## config.mk

```make
export PLATFORM = sky130hd
export DESIGN_NAME = vct_ctrl
export DESIGN_NICKNAME = d
export VERILOG_FILES = /design/src/rtl/core/vct_pkg.sv /design/src/rtl/core/vct_ctrl.sv
export SDC_FILE = /design/constraint.sdc
export NUM_CORES = 1
export LEC_CHECK = 0
export BUFFER_PORTS_ARGS = -buffer_cell sky130_fd_sc_hd__buf_2
export CORE_AREA = 2 2 147 149
export CTS_CLUSTER_DIAMETER = 80
export DETAILED_ROUTE_END_ITERATION = 6
export DIE_AREA = 0 0 149 151
export HOLD_SLACK_MARGIN = 0.15
export PLACE_DENSITY = 0.68
export RECOVER_POWER = 25
export REMOVE_ABC_BUFFERS = 1
export SLEW_MARGIN = 20
export SYNTH_ARGS = -nofsm -noshare
export SYNTH_HDL_FRONTEND = slang
export SYNTH_SLANG_ARGS = --single-unit
```

## constraint.sdc

```tcl
create_clock -name clk_i -period 6.31 [get_ports clk_i]
set_input_delay 1.262 -clock clk_i [delete_from_list [all_inputs] [get_ports clk_i]]
set_output_delay 1.262 -clock clk_i [all_outputs]
set_load 0.01 [all_outputs]
```

## src/rtl/core/vct_pkg.sv

```systemverilog
package vct_pkg;

  localparam int unsigned TableDepthDefault = 64;
  localparam int unsigned WordW             = 32;
  localparam int unsigned CfgIdxW           = 2;
  localparam int unsigned ExtLeafBit        = 31;
  localparam logic [WordW-1:0] LimitedTopLeaf = 32'd2;

  typedef enum logic {
    OP_INSERT = 1'b0,
    OP_LOOKUP = 1'b1
  } vct_op_e;

  typedef enum logic {
    STATUS_DONE = 1'b0,
    STATUS_FULL = 1'b1
  } vct_status_e;

  typedef enum logic [CfgIdxW-1:0] {
    CFG_BASIC_MAX_LEAF = 2'd0,
    CFG_EXT_MAX_LEAF   = 2'd1,
    CFG_LIMIT_MODE     = 2'd2
  } vct_cfg_reg_e;

  typedef enum logic [1:0] {
    ST_IDLE,
    ST_MID_CHK,
    ST_SCAN,
    ST_FIN
  } vct_st_e;

  // one request as seen by the controller
  typedef struct packed {
    vct_op_e          operation;
    logic [WordW-1:0] leaf;
    logic [WordW-1:0] subleaf;
    logic             check_subleaf;
    logic [WordW-1:0] word_a;
    logic [WordW-1:0] word_b;
    logic [WordW-1:0] word_c;
    logic [WordW-1:0] word_d;
  } vct_req_t;

  // key part of a table entry
  typedef struct packed {
    logic             chk;
    logic [WordW-1:0] subleaf;
    logic [WordW-1:0] leaf;
  } vct_key_ent_t;

  localparam int unsigned KeyEntW  = $bits(vct_key_ent_t);
  localparam int unsigned WordEntW = 4 * WordW;

  // finished request handed from controller to the output register
  typedef struct packed {
    logic             valid;
    vct_op_e          op;
    vct_status_e      status;
    logic             hit;
    logic [WordW-1:0] leaf;
  } vct_done_t;

endpackage

```

## src/rtl/core/vct_ctrl.sv

```systemverilog
module vct_ctrl import vct_pkg::*; #(
  parameter int unsigned TableDepth = TableDepthDefault,
  localparam int unsigned AddrW = $clog2(TableDepth),
  localparam int unsigned CntW  = $clog2(TableDepth + 1)
) (
  input  logic             clk_i,
  input  logic             rst_ni,
  input  logic             req_valid_i,
  output logic             req_ready_o,
  input  vct_req_t         req_i,
  input  logic [WordW-1:0] basic_max_i,
  input  logic [WordW-1:0] ext_max_i,
  input  vct_key_ent_t     key_rdata_i,
  output logic             key_re_o,
  output logic [AddrW-1:0] key_raddr_o,
  output logic             wr_en_o,
  output logic [AddrW-1:0] wr_addr_o,
  output logic             word_re_o,
  output logic [AddrW-1:0] word_raddr_o,
  output vct_done_t        done_o,
  input  logic             done_ack_i
);

  vct_st_e          state_q, state_d;
  logic [CntW-1:0]  cnt_q, cnt_d;
  logic [AddrW-1:0] pos_q, pos_d;
  logic [WordW-1:0] key_q, key_d;
  logic [WordW-1:0] sub_q, sub_d;
  logic [WordW-1:0] orig_q, orig_d;
  logic             pass_q, pass_d;
  vct_op_e          op_q, op_d;
  vct_status_e      status_q, status_d;
  logic             hit_q, hit_d;

  logic [AddrW-1:0] mid;
  logic [CntW-1:0]  nxt;
  logic [WordW-1:0] lim;
  logic             full;
  logic             leaf_lt, leaf_eq, sub_ok, can_fallback;

  assign mid  = AddrW'(cnt_q >> 1);
  assign nxt  = CntW'(pos_q) + CntW'(1);
  assign full = (cnt_q >= CntW'(TableDepth));

  assign leaf_lt = (key_rdata_i.leaf < key_q);
  assign leaf_eq = (key_rdata_i.leaf == key_q);
  assign sub_ok  = !key_rdata_i.chk || (key_rdata_i.subleaf == sub_q);

  // extended range chosen by bit 31 of the original key
  assign lim          = orig_q[ExtLeafBit] ? ext_max_i : basic_max_i;
  assign can_fallback = !pass_q && (orig_q > lim);

  always_ff @(posedge clk_i or negedge rst_ni) begin
    if (!rst_ni) begin
      state_q  <= ST_IDLE;
      cnt_q    <= '0;
      pass_q   <= 1'b0;
      hit_q    <= 1'b0;
      status_q <= STATUS_DONE;
      op_q     <= OP_INSERT;
    end else begin
      state_q  <= state_d;
      cnt_q    <= cnt_d;
      pass_q   <= pass_d;
      hit_q    <= hit_d;
      status_q <= status_d;
      op_q     <= op_d;
    end
  end

  always_ff @(posedge clk_i) begin
    pos_q  <= pos_d;
    key_q  <= key_d;
    sub_q  <= sub_d;
    orig_q <= orig_d;
  end

  always_comb begin
    state_d      = state_q;
    cnt_d        = cnt_q;
    pos_d        = pos_q;
    key_d        = key_q;
    sub_d        = sub_q;
    orig_d       = orig_q;
    pass_d       = pass_q;
    op_d         = op_q;
    status_d     = status_q;
    hit_d        = hit_q;
    req_ready_o  = (state_q == ST_IDLE);
    key_re_o     = 1'b0;
    key_raddr_o  = mid;
    wr_en_o      = 1'b0;
    word_re_o    = 1'b0;
    word_raddr_o = pos_q;

    case (state_q)
      ST_IDLE: begin
        if (req_valid_i) begin
          op_d     = req_i.operation;
          hit_d    = 1'b0;
          status_d = STATUS_DONE;
          if (req_i.operation == OP_INSERT) begin
            if (full) begin
              status_d = STATUS_FULL;
            end else begin
              wr_en_o = 1'b1;
              cnt_d   = cnt_q + CntW'(1);
            end
            state_d = ST_FIN;
          end else begin
            key_d  = req_i.leaf;
            orig_d = req_i.leaf;
            sub_d  = req_i.subleaf;
            pass_d = 1'b0;
            if (cnt_q == '0) begin
              // empty table misses, fallback would miss too
              state_d = ST_FIN;
            end else begin
              key_re_o = 1'b1;
              state_d  = ST_MID_CHK;
            end
          end
        end
      end

      ST_MID_CHK: begin
        key_re_o = 1'b1;
        if (leaf_lt) begin
          key_raddr_o = mid;
          pos_d       = mid;
        end else begin
          key_raddr_o = '0;
          pos_d       = '0;
        end
        state_d = ST_SCAN;
      end

      ST_SCAN: begin
        if (leaf_eq && sub_ok) begin
          hit_d     = 1'b1;
          word_re_o = 1'b1;
          state_d   = ST_FIN;
        end else if ((leaf_lt || leaf_eq) && (nxt < cnt_q)) begin
          // skip entry, next read is already one ahead
          key_re_o    = 1'b1;
          key_raddr_o = AddrW'(nxt);
          pos_d       = AddrW'(nxt);
        end else if (can_fallback) begin
          pass_d   = 1'b1;
          key_d    = basic_max_i;
          key_re_o = 1'b1;
          state_d  = ST_MID_CHK;
        end else begin
          state_d = ST_FIN;
        end
      end

      ST_FIN: begin
        if (done_ack_i) begin
          state_d = ST_IDLE;
        end
      end

      default: begin
        state_d = ST_IDLE;
      end
    endcase
  end

  assign wr_addr_o = AddrW'(cnt_q);

  assign done_o.valid  = (state_q == ST_FIN);
  assign done_o.op     = op_q;
  assign done_o.status = status_q;
  assign done_o.hit    = hit_q;
  assign done_o.leaf   = orig_q;

endmodule

```

==> results of run 1 <==
through the flow:
step                      std cells  util (%)  hold WS (ps)  total power [mW]  setup WS (ps)
after CTS                      1110     43.72         497.4             3.353           1108
after global routing           1110     43.67         541.6             3.537          827.8
after detailed placement       1078     40.74         485.1             2.322           1276
after global placement         1078     40.74         487.8             2.299           1240
final                          1110     43.67         499.8             3.310           1202
after floorplan                 544         -         473.6             1.934          629.6
registers in the layout, summed over array words and instances, names as in the netlist:
| signal | cells |
|---|---|
| cnt_q | 7 |
| hit_q | 1 |
| key_q | 32 |
| op_q | 1 |
| orig_q | 32 |
| pass_q | 1 |
| state_q | 2 |
| status_q | 1 |
| sub_q | 32 |
| word_raddr_o | 6 |
synthesized netlist by cell type (3+ instances only):
| cell type | number | share of area, % |
|---|---|---|
| sky130_fd_sc_hd__nand3_1 | 15 | 1.1 |
| sky130_fd_sc_hd__a21o_1 | 4 | 0.43 |
| sky130_fd_sc_hd__nor3_1 | 4 | 0.29 |
| sky130_fd_sc_hd__a21oi_1 | 27 | 1.9 |
| sky130_fd_sc_hd__o21a_1 | 3 | 0.32 |
| sky130_fd_sc_hd__nor2b_1 | 3 | 0.27 |
| sky130_fd_sc_hd__o2bb2ai_1 | 6 | 0.76 |
| sky130_fd_sc_hd__clkbuf_1 | 7 | 0.38 |
| sky130_fd_sc_hd__xnor2_1 | 40 | 5.1 |
| sky130_fd_sc_hd__nand2_1 | 30 | 1.6 |
| sky130_fd_sc_hd__inv_1 | 53 | 2.9 |
| sky130_fd_sc_hd__mux2_2 | 33 | 5.4 |
| sky130_fd_sc_hd__ha_1 | 77 | 14 |
| sky130_fd_sc_hd__o21ai_0 | 12 | 0.87 |
| sky130_fd_sc_hd__edfxtp_1 | 102 | 44 |
| sky130_fd_sc_hd__mux2i_1 | 32 | 4.6 |
| sky130_fd_sc_hd__nor2_1 | 8 | 0.43 |
| sky130_fd_sc_hd__nand4_1 | 24 | 2.2 |
| sky130_fd_sc_hd__dfrtp_1 | 13 | 4.7 |
| sky130_fd_sc_hd__buf_4 | 9 | 0.97 |
| sky130_fd_sc_hd__o31ai_1 | 9 | 0.97 |
| sky130_fd_sc_hd__nor4_1 | 8 | 0.72 |
worst max-delay path, delay by kind of cell (launching register included):
kind	cells	cell delay, ps
AOI/OAI and AO/OA	4	1190
adders and majority gates	1	280
buffers and inverters	2	460
DFF	1	670
muxes	1	220
and+or+nand+nor	3	560
final cells by class:
cell class	count	area, um2	share of cell area [%]
Clock inverter	15	195.2	2.147
Inverter	53	198.9	2.188
Clock buffer	17	425.4	4.679
Sequential cell	115	3388	37.26
Multi-Input combinational cell	376	3233	35.56
Tap cell	275	344.1	3.784
Timing Repair Buffer	259	1308	14.38
metal layers:
| layer | wire, um | GRT usage (%) |
|---|---|---|
| met1 | 7446 | 19.16 |
| met5 | 18 | 0 |
| met3 | 1305 | 5.663 |
| met4 | 314 | 5.143 |
| met2 | 9308 | 29.68 |
kinds of logic after synthesis:
| family | count (synthesis) | share of synthesized area (%) |
|---|---|---|
| compound gates | 89 | 9.325 |
| xor+xnor | 41 | 5.177 |
| fa+ha+maj | 77 | 13.89 |
| buf+inv | 74 | 4.744 |
| flops | 115 | 48.85 |
| mux | 65 | 9.975 |
| simple gates | 104 | 8.045 |
worst paths after layout:
path                                        endpoint  slack [ps]  cells after the start
max in group asynchronous       cnt_q[1]$_DFFE_PN0P_        5010                      1
worst min register to register  status_q$_DFFE_PN0P_         500                      2
worst min-delay path            status_q$_DFFE_PN0P_         500                      2
worst max register to register   key_q[19]$_DFFE_PP_        2090                     11
worst max-delay path                        key_re_o        1200                     11
min in group asynchronous       cnt_q[5]$_DFFE_PN0P_         860                      1
where the power goes:
| group | switching, mW | leakage, nW | internal [mW] | total (mW) |
|---|---|---|---|---|
| registers | 0.0745 | 1.09 | 1.06 | 1.14 |
| logic | 0.655 | 2.64 | 0.497 | 1.15 |
| clock network | 0.388 | 0.304 | 0.633 | 1.02 |
==> metrics, run 1 <==
setup repair after global routing missed its margin false; post-route DRC violation count 0; CTS H-tree lvls 4; PD cells 364.0 nW/um2; Data arrival, critical path 3850 ps; critical register-to-register path startpoint orig_q[31]$_DFFE_PP_; die outline area 22500 um2; worst-case headroom to the max-slew limit 38.41%; CTS Hold Buffers Added 0; global-route usage over all layers 16.76%; CTS Sinks 115; cell at the root of the clock tree sky130_fd_sc_hd__clkbuf_16; Worst setup EP type primary output; maximum achievable frequency 0.1958 GHz; cell with the largest stage delay on the worst path sky130_fd_sc_hd__edfxtp_1; clock transition at the registers of the reported paths 60 ps; count of flip-flops with a built-in enable after synthesis 102; signed area change from the synthesized netlist to the final layout 31.08%; Worst Tran Pin Value 923.8 ps; startpoint type of the worst setup path flip-flop; LEAKAGE 4.034 nW; Main synth FF type sky130_fd_sc_hd__edfxtp_1; peak per-stage delay on the critical path 670 ps; area of placed instances 8483 um2; number of fillers in the final layout 1986; number of DRC violations after detailed-routing iteration 0 232; Die X 149 um; number of register bits inferred by synthesis 115; Mapped Cells 565; Post-DRT Antenna Nets 0; Final Hold Vio Count 0; core area 20820 um2; total congestion overflow 0; maximum number of pins on one net before global-route repair 65; final design instance area without fill 9092 um2; Port-buffer cells 255; number of cells upsized or downsized after cts 0; Final Slew Violations 0; sequential cell area fraction in the yosys report 48.85%; # setup viols final 0; leading cell type in the layout, fill and taps excluded sky130_fd_sc_hd__buf_2; summed instance area of the synthesized netlist 6937 um2; number of distinct library cells after synthesis 58; height of the die 151 um; CP required 5050 ps; cells along the critical path buf_12 > mux2i_1 > ha_1 > nand4_1 > nor2_1 > a221o_1 > o311a_1 > or2_1 > o311ai_1 > a21oi_1 > buf_2; fraction of final layout cells with drive strength greater than 1 39.40%; net count of the finished layout 1226; total number of placement rows 53; Hold Path Origin status_q$_DFFE_PN0P_; Routed Wire Length 18390 um; number of warnings printed during yosys synthesis 0; initial antenna violation count 2; max-cap violation count 0; worst skew pair latency 410 ps; start-to-end type of the worst setup path flip-flop to primary output; Syn Area/Cell 12.28 um2; vias in the first global route 5520; number of diodes added for antenna fixing 0; biggest fanout along the worst timing path 26; wire length of the first global-routing pass 28440 um; buffers from clock root to sink, at most 2; Initial DRT Pass Iterations 4; Num CTS Buffers 17; final weighted congestion of routability-driven global placement 0.8210; async set or reset register ratio after synthesis 11.30%; routed len/inst 16.57 um; Fin Setup TNS 0 ps; io pins 385; Critical Path Start orig_q[31]$_DFFE_PP_; shortest period the worst path allows 5108 ps; Detail Placement HPWL 14590 um; Post-Route Skew 10.09 ps; period utilization 80.96%; average vias per placed instance 4.791; leading cell types in the layout, fill and taps excluded sky130_fd_sc_hd__buf_2, sky130_fd_sc_hd__edfxtp_1, sky130_fd_sc_hd__ha_1; Initial Util 33.31%; worst min-delay path class flip-flop to flip-flop; overall via count from detail_route 5318; TritonCTS clock tree yes; maximum ir drop on the vdd rail 0.1892 mV; status completed; buffers inserted by post-CTS timing repair 0
(Power assumes the default switching activity.)
==> run 2, diff against run 1 <==
==> constraint.sdc (replaced) <==
create_clock -name clk_i -period 5 [get_ports clk_i]
set_input_delay 1 -clock clk_i [delete_from_list [all_inputs] [get_ports clk_i]]
set_output_delay 1 -clock clk_i [all_outputs]
set_load 0.01 [all_outputs]
==> run 2 against run 1 <==
Net effect:
- clock power increased by 24%
- non-clock buffer count increased by 3
- global-route usage about the same
- critical path type unchanged
==> metrics, run 2 (same netlist as run 1, synthesis figures left out) <==
combined flip-flop and latch cell area 3388 um2 (unchanged); critical register-to-register path startpoint orig_q[31]$_DFFE_PP_; start-to-end type of the worst setup path flip-flop to primary output; Post-DRT Antenna Nets 0 (unchanged); PD cells 457.6 nW/um2 (+26%); Initial DRT Pass Iterations 5 (+1); Final Hold Vio Count 0 (unchanged); area of the multi-input gates 3233 um2 (unchanged); largest registers ranked by flip-flop count key_q x32, orig_q x32, sub_q x32; shortest period the worst path allows 4523 ps; utilization after layout 43.73% (+0.060 points); LEAKAGE 4.039 nW (+0.12%); die outline area 22500 um2 (unchanged); count of placed standard cells in the final layout, fillers left out 1113 (+0.27%); wire length of the first global-routing pass 28360 um (-0.29%); total number of placement rows 53 (unchanged); final weighted congestion of routability-driven global placement 0.8065 (-1.8%); Die X 149 um (unchanged); maximum number of pins on one net before global-route repair 65 (unchanged); io pins 385 (unchanged); clock transition at the registers of the reported paths 60 ps (about the same); number of cells upsized or downsized after cts 0 (unchanged); Port-buffer cells 255 (unchanged); Reg2Reg Capture Point key_q[16]$_DFFE_PP_; number of DRC violations after detailed-routing iteration 0 204 (-12%); # setup viols final 0 (unchanged); CP required 4000 ps (-1050 ps); Num CTS Buffers 17 (unchanged); cell-internal power 2.765 mW (+26%); maximum achievable frequency 0.2211 GHz; worst min-delay path class flip-flop to flip-flop; net count of the finished layout 1229 (+0.24%); Initial Util 33.31% (unchanged); worst-case headroom to the max-slew limit 39.31% (+0.90 points); sequential fraction of design power 34.4% (about the same); Comb pwr share 35.4% (+0.6 points); cells on worst reg2reg path 12 (+1); slack of the worst reg-to-reg path 1530 ps (-560 ps); number of fillers in the final layout 1981 (-0.25%); height of the die 151 um (unchanged); Detail Placement HPWL 14690 um (+0.71%); post-route DRC violation count 0 (unchanged); setup repair after global routing missed its margin false; initial antenna violation count 3 (+1); fraction of final layout cells with drive strength greater than 1 40.14% (+0.74 points); biggest fanout along the worst timing path 7 (-73%); CTS Hold Buffers Added 0 (unchanged); Post-Route Skew 10.43 ps (+0.3450 ps); total congestion overflow 0 (unchanged); overall via count from detail_route 5372 (+1.0%); net switching share of the total power 33.64% (-0.13 points); core area 20820 um2 (unchanged); average vias per placed instance 4.827 (+0.74%); routed len/inst 16.57 um (about the same); Hold Path Origin status_q$_DFFE_PN0P_; Worst setup EP type primary output; cell at the root of the clock tree sky130_fd_sc_hd__clkbuf_16; Clock power frac 30.2% (-0.7 points); maximum ir drop on the vdd rail 0.2235 mV (+18%); status completed; global-route usage over all layers 16.75% (about the same); max-cap violation count 0 (unchanged); leading cell types in the layout, fill and taps excluded sky130_fd_sc_hd__buf_2, sky130_fd_sc_hd__edfxtp_1, sky130_fd_sc_hd__ha_1; Final Slew Violations 0 (unchanged); TritonCTS clock tree yes; leading cell type in the layout, fill and taps excluded sky130_fd_sc_hd__buf_2; CTS Sinks 115 (unchanged); Worst Tran Pin Value 900.8 ps (-23.07 ps); placed insts 1081 (+0.28%); post-layout power 4.167 mW (+26%); Fin Setup TNS 0 ps (unchanged); number of stages on the worst hold path 2 (unchanged); CTS H-tree lvls 4 (unchanged); startpoint type of the worst setup path flip-flop; hold-critical path endpoint status_q$_DFFE_PN0P_; period utilization 90.46%; net switching power 1.402 mW (+25%); buffers inserted by post-CTS timing repair 0 (unchanged); Routed Wire Length 18440 um (+0.25%); vias in the first global route 5579 (+1.1%); signed area change from the synthesized netlist to the final layout 31.26%; worst skew pair latency 410 ps (about the same); Data arrival, critical path 3520 ps (-330 ps); buffers from clock root to sink, at most 2 (unchanged)
-- run 2: worst max-delay path by stage --
stage / from / slack, ps / endpoint / depth (start not counted)
after floorplan: orig_q[31]$_DFFE_PP_ / -680 / key_q[0]$_DFFE_PP_ / 9
after global placement: basic_max_i[11] / 480 / key_re_o / 12
after detailed placement: ext_max_i[14] / 520 / key_re_o / 12
after CTS: word_raddr_o[0]$_DFFE_PP_ / 410 / key_raddr_o[1] / 12
after global routing: word_raddr_o[0]$_DFFE_PP_ / 190 / key_raddr_o[1] / 12
final: word_raddr_o[0]$_DFFE_PP_ / 480 / key_raddr_o[1] / 12
-- run 2: routing by layer --
layer | vias up | GRT usage, % | wire, um
li1 | 2645 | - | -
met1 | 2515 | 18.85 | 7425
met2 | 176 | 29.91 | 9370
met3 | 32 | 5.542 | 1255
met4 | 4 | 5.571 | 363
met5 | - | 0 | 24
-- run 2: power by group through the flow --
stage               clock, mW  combinational [mW]  sequential (mW)
floorplan                   0               0.961             1.48
global placement            0                1.47             1.45
detailed placement          0                1.49             1.45
global route             1.32                1.67             1.46
finish                   1.26                1.48             1.43
CTS                      1.29                1.50             1.44
-- run 2: area by class of cell --
class | instances | share of cell area [%]
inverters | 53 | 2.185
multi-input cells | 376 | 35.51
flip-flops and latches | 115 | 37.21
diodes | 1 | 0.02748
repair buffers | 262 | 14.66
clock buffers | 17 | 4.672
well taps | 275 | 3.779
clock inverters | 14 | 1.951
-- run 2: metrics by stage --
step | hold slack [ps] | setup WS (ps) | instance area, um2
floorplan | 473.6 | -680.4 | 6807
CTS | 460.7 | 406.1 | 9109
global route | 505.2 | 193.7 | 9102
global placement | 487.5 | 476.1 | 8506
finish | 491.2 | 476.9 | 9105
detailed placement | 476.4 | 519.0 | 8506
-- run 2: critical path, stage by stage, from the launching register on --
cell and delay [ps]:
sky130_fd_sc_hd__edfxtp_1 500, sky130_fd_sc_hd__ha_1 270, sky130_fd_sc_hd__nand3_1 100, sky130_fd_sc_hd__xnor2_1 270
sky130_fd_sc_hd__ha_1 300, sky130_fd_sc_hd__o21a_1 180, sky130_fd_sc_hd__o21ai_0 140, sky130_fd_sc_hd__a22oi_1 150
sky130_fd_sc_hd__nand4b_1 230, sky130_fd_sc_hd__o2bb2ai_2 310, sky130_fd_sc_hd__nand3_1 260, sky130_fd_sc_hd__o2bb2ai_1 250
sky130_fd_sc_hd__buf_2 160
==> run 3, diff against run 2 <==
--- a/config.mk
+++ b/config.mk
@@ -6,12 +6,13 @@
 export NUM_CORES = 1
 export LEC_CHECK = 0
 export BUFFER_PORTS_ARGS = -buffer_cell sky130_fd_sc_hd__buf_2
-export CORE_AREA = 2 2 147 149
+export CORE_AREA = 2 2 151 153
+export CTS_BUF_LIST = sky130_fd_sc_hd__clkbuf_16
 export CTS_CLUSTER_DIAMETER = 80
 export DETAILED_ROUTE_END_ITERATION = 6
-export DIE_AREA = 0 0 149 151
+export DIE_AREA = 0 0 153 155
 export HOLD_SLACK_MARGIN = 0.15
-export PLACE_DENSITY = 0.68
+export PLACE_DENSITY = 0.65
 export RECOVER_POWER = 25
 export REMOVE_ABC_BUFFERS = 1
 export SLEW_MARGIN = 20
==> run 3 against run 2 <==
Net effect:
- first-iteration DRC count up 2.0%
- combinational power barely moved
- critical path depth unchanged
- non-clock buffer count shrank 1
- clock-buffer cell count did not move
- die area grew 5.4%
- global-route usage fell by 0.56 points
- clock power fell by 5%
- via count shrank 0.80%
- setup slack got worse by 69 ps
- routed wire length up 3.9%
- hold slack worse by 16 ps
- critical path type unchanged
- largest power group unchanged
- highest routed layer unchanged
==> metrics, run 3 (same netlist as run 1, synthesis figures left out) <==
status completed; number of DRC violations after detailed-routing iteration 0 208 (+2.0%); Final Slew Violations 0 (unchanged); final design instance area without fill 9087 um2 (-0.19%); Initial Util 31.21% (-2.1 points); Worst Tran Pin Value 961.7 ps (+60.97 ps); die outline area 23720 um2 (+5.4%); Die X 153 um (+2.7%); overall via count from detail_route 5329 (-0.80%); CTS Sinks 115 (unchanged); Comb pwr share 36.1% (+0.7 points); clock transition at the registers of the reported paths 50 ps (about the same); worst min-delay path class flip-flop to flip-flop; sequential fraction of design power 34.8% (+0.4 points); core area 22230 um2 (+6.7%); Final Hold Vio Count 0 (unchanged); fraction of final layout cells with drive strength greater than 1 39.16% (-0.98 points); Post-DRT Antenna Nets 0 (unchanged); post-route DRC violation count 0 (unchanged); count of placed standard cells in the final layout, fillers left out 1121 (+0.72%); Detail Placement HPWL 15250 um (+3.8%); leading cell type in the layout, fill and taps excluded sky130_fd_sc_hd__buf_2; net count of the finished layout 1228 (-0.081%); number of stages on the worst hold path 2 (unchanged); worst skew pair latency 410 ps (about the same); maximum achievable frequency 0.2178 GHz (-1.5%); LEAKAGE 4.028 nW (-0.27%); area of placed instances 8523 um2 (+0.21%); net switching power 1.365 mW (-2.6%); largest registers ranked by flip-flop count key_q x32, orig_q x32, sub_q x32; cell at the root of the clock tree sky130_fd_sc_hd__clkbuf_16; max-cap violation count 0 (unchanged); dpl ws 526.8 ps (+7.785 ps); post-layout power 4.113 mW (-1.3%); Initial DRT Pass Iterations 5 (unchanged); start-to-end type of the worst setup path flip-flop to primary output; final weighted congestion of routability-driven global placement 0.7895 (-2.1%); buffers inserted by post-CTS timing repair 0 (unchanged); utilization after layout 40.88% (-2.8 points); maximum ir drop on the vdd rail 0.2283 mV (+2.1%); initial antenna violation count 6 (+3); CTS H-tree lvls 4 (unchanged); CP required 4000 ps (about the same); total number of placement rows 55 (+3.8%); leading cell types in the layout, fill and taps excluded sky130_fd_sc_hd__buf_2, sky130_fd_sc_hd__edfxtp_1, sky130_fd_sc_hd__ha_1; PD cells 452.6 nW/um2 (-1.1%); io pins 385 (unchanged); Clock power frac 29.1% (-1.1 points); number of cells upsized or downsized after cts 0 (unchanged); wire length of the first global-routing pass 28990 um (+2.2%); net switching share of the total power 33.20% (-0.45 points); TritonCTS clock tree yes; worst-case headroom to the max-slew limit 35.88% (-3.4 points); global-route usage over all layers 16.20% (-0.56 points); signed area change from the synthesized netlist to the final layout 31.01%; # setup viols final 0 (unchanged); Worst setup EP type primary output; cells on worst reg2reg path 11 (-1); cell-internal power 2.747 mW (-0.64%); average vias per placed instance 4.754 (-1.5%); height of the die 155 um (+2.6%); routed len/inst 17.09 um (+3.2%); startpoint type of the worst setup path flip-flop; period utilization 91.83% (+1.4 points); maximum number of pins on one net before global-route repair 65 (unchanged); Port-buffer cells 255 (unchanged); vias in the first global route 5366 (-3.8%); Data arrival, critical path 3590 ps (+70 ps); biggest fanout along the worst timing path 7 (unchanged); post-route setup slack 408.3 ps (-68.56 ps); buffers from clock root to sink, at most 2 (unchanged); shortest period the worst path allows 4592 ps (+68.56 ps); Num CTS Buffers 17 (unchanged); Post-Route Skew 9.341 ps (-1.092 ps); setup repair after global routing missed its margin false; CTS Hold Buffers Added 0 (unchanged); Routed Wire Length 19160 um (+3.9%); placed insts 1090 (+0.83%); total congestion overflow 0 (unchanged)
## run 3: path summary, 6_finish.rpt
check                                          startpoint                    to  slack, ps
max in group asynchronous                          rst_ni  cnt_q[4]$_DFFE_PN0P_       3890
worst min register to register       status_q$_DFFE_PN0P_  status_q$_DFFE_PN0P_        480
min in group asynchronous                          rst_ni      op_q$_DFFE_PN0P_        630
worst max register to register       orig_q[31]$_DFFE_PP_    key_q[2]$_DFFE_PP_       1250
worst max-delay path            word_raddr_o[0]$_DFFE_PP_        key_raddr_o[0]        410
worst min-delay path                 status_q$_DFFE_PN0P_  status_q$_DFFE_PN0P_        480
## run 3: final cells by class
class	count	area, um2
fillers	2160	13140
flip-flops and latches	115	3388
multi-input cells	376	3233
repair buffers	261	1335
clock buffers	17	425.4
well taps	285	356.6
inverters	53	198.9
clock inverters	13	147.6
diodes	1	2.502
## run 3: power groups by stage
stage	registers [mW]	logic [mW]	clock network, mW
floorplan	1.48	0.961	0
global placement	1.45	1.50	0
detailed placement	1.45	1.52	0
CTS	1.43	1.52	1.23
global route	1.46	1.67	1.26
finish	1.43	1.49	1.20
## run 3: worst max-delay path: stages, from the launching register on
cell                        delay (ps)
sky130_fd_sc_hd__edfxtp_1          480
sky130_fd_sc_hd__ha_1              250
sky130_fd_sc_hd__nand3_1           100
sky130_fd_sc_hd__xnor2_1           290
sky130_fd_sc_hd__ha_1              300
sky130_fd_sc_hd__o21a_1            180
sky130_fd_sc_hd__o21ai_0           150
sky130_fd_sc_hd__a22oi_1           180
sky130_fd_sc_hd__nand4b_1          230
sky130_fd_sc_hd__o2bb2ai_2         320
sky130_fd_sc_hd__nand3_1           270
sky130_fd_sc_hd__o2bb2ai_1         260
sky130_fd_sc_hd__buf_2             160
## run 3: stage by stage
step / hold slack (ps) / TNS (ps)
3_3_place_gp: 464.2 / 0
6_report: 475.4 / 0
4_1_cts: 470.1 / 0
2_1_floorplan: 473.6 / -21770
5_1_grt: 515.8 / 0
3_5_place_dp: 466.4 / 0
## run 3: routing by layer
layer	global-route usage, %	share of wire (%)	up-vias
li1	-	-	2649
met1	18.32	41	2466
met5	0	0.34	-
met4	4.321	1.2	10
met3	6.184	7.8	23
met2	28.72	50	181
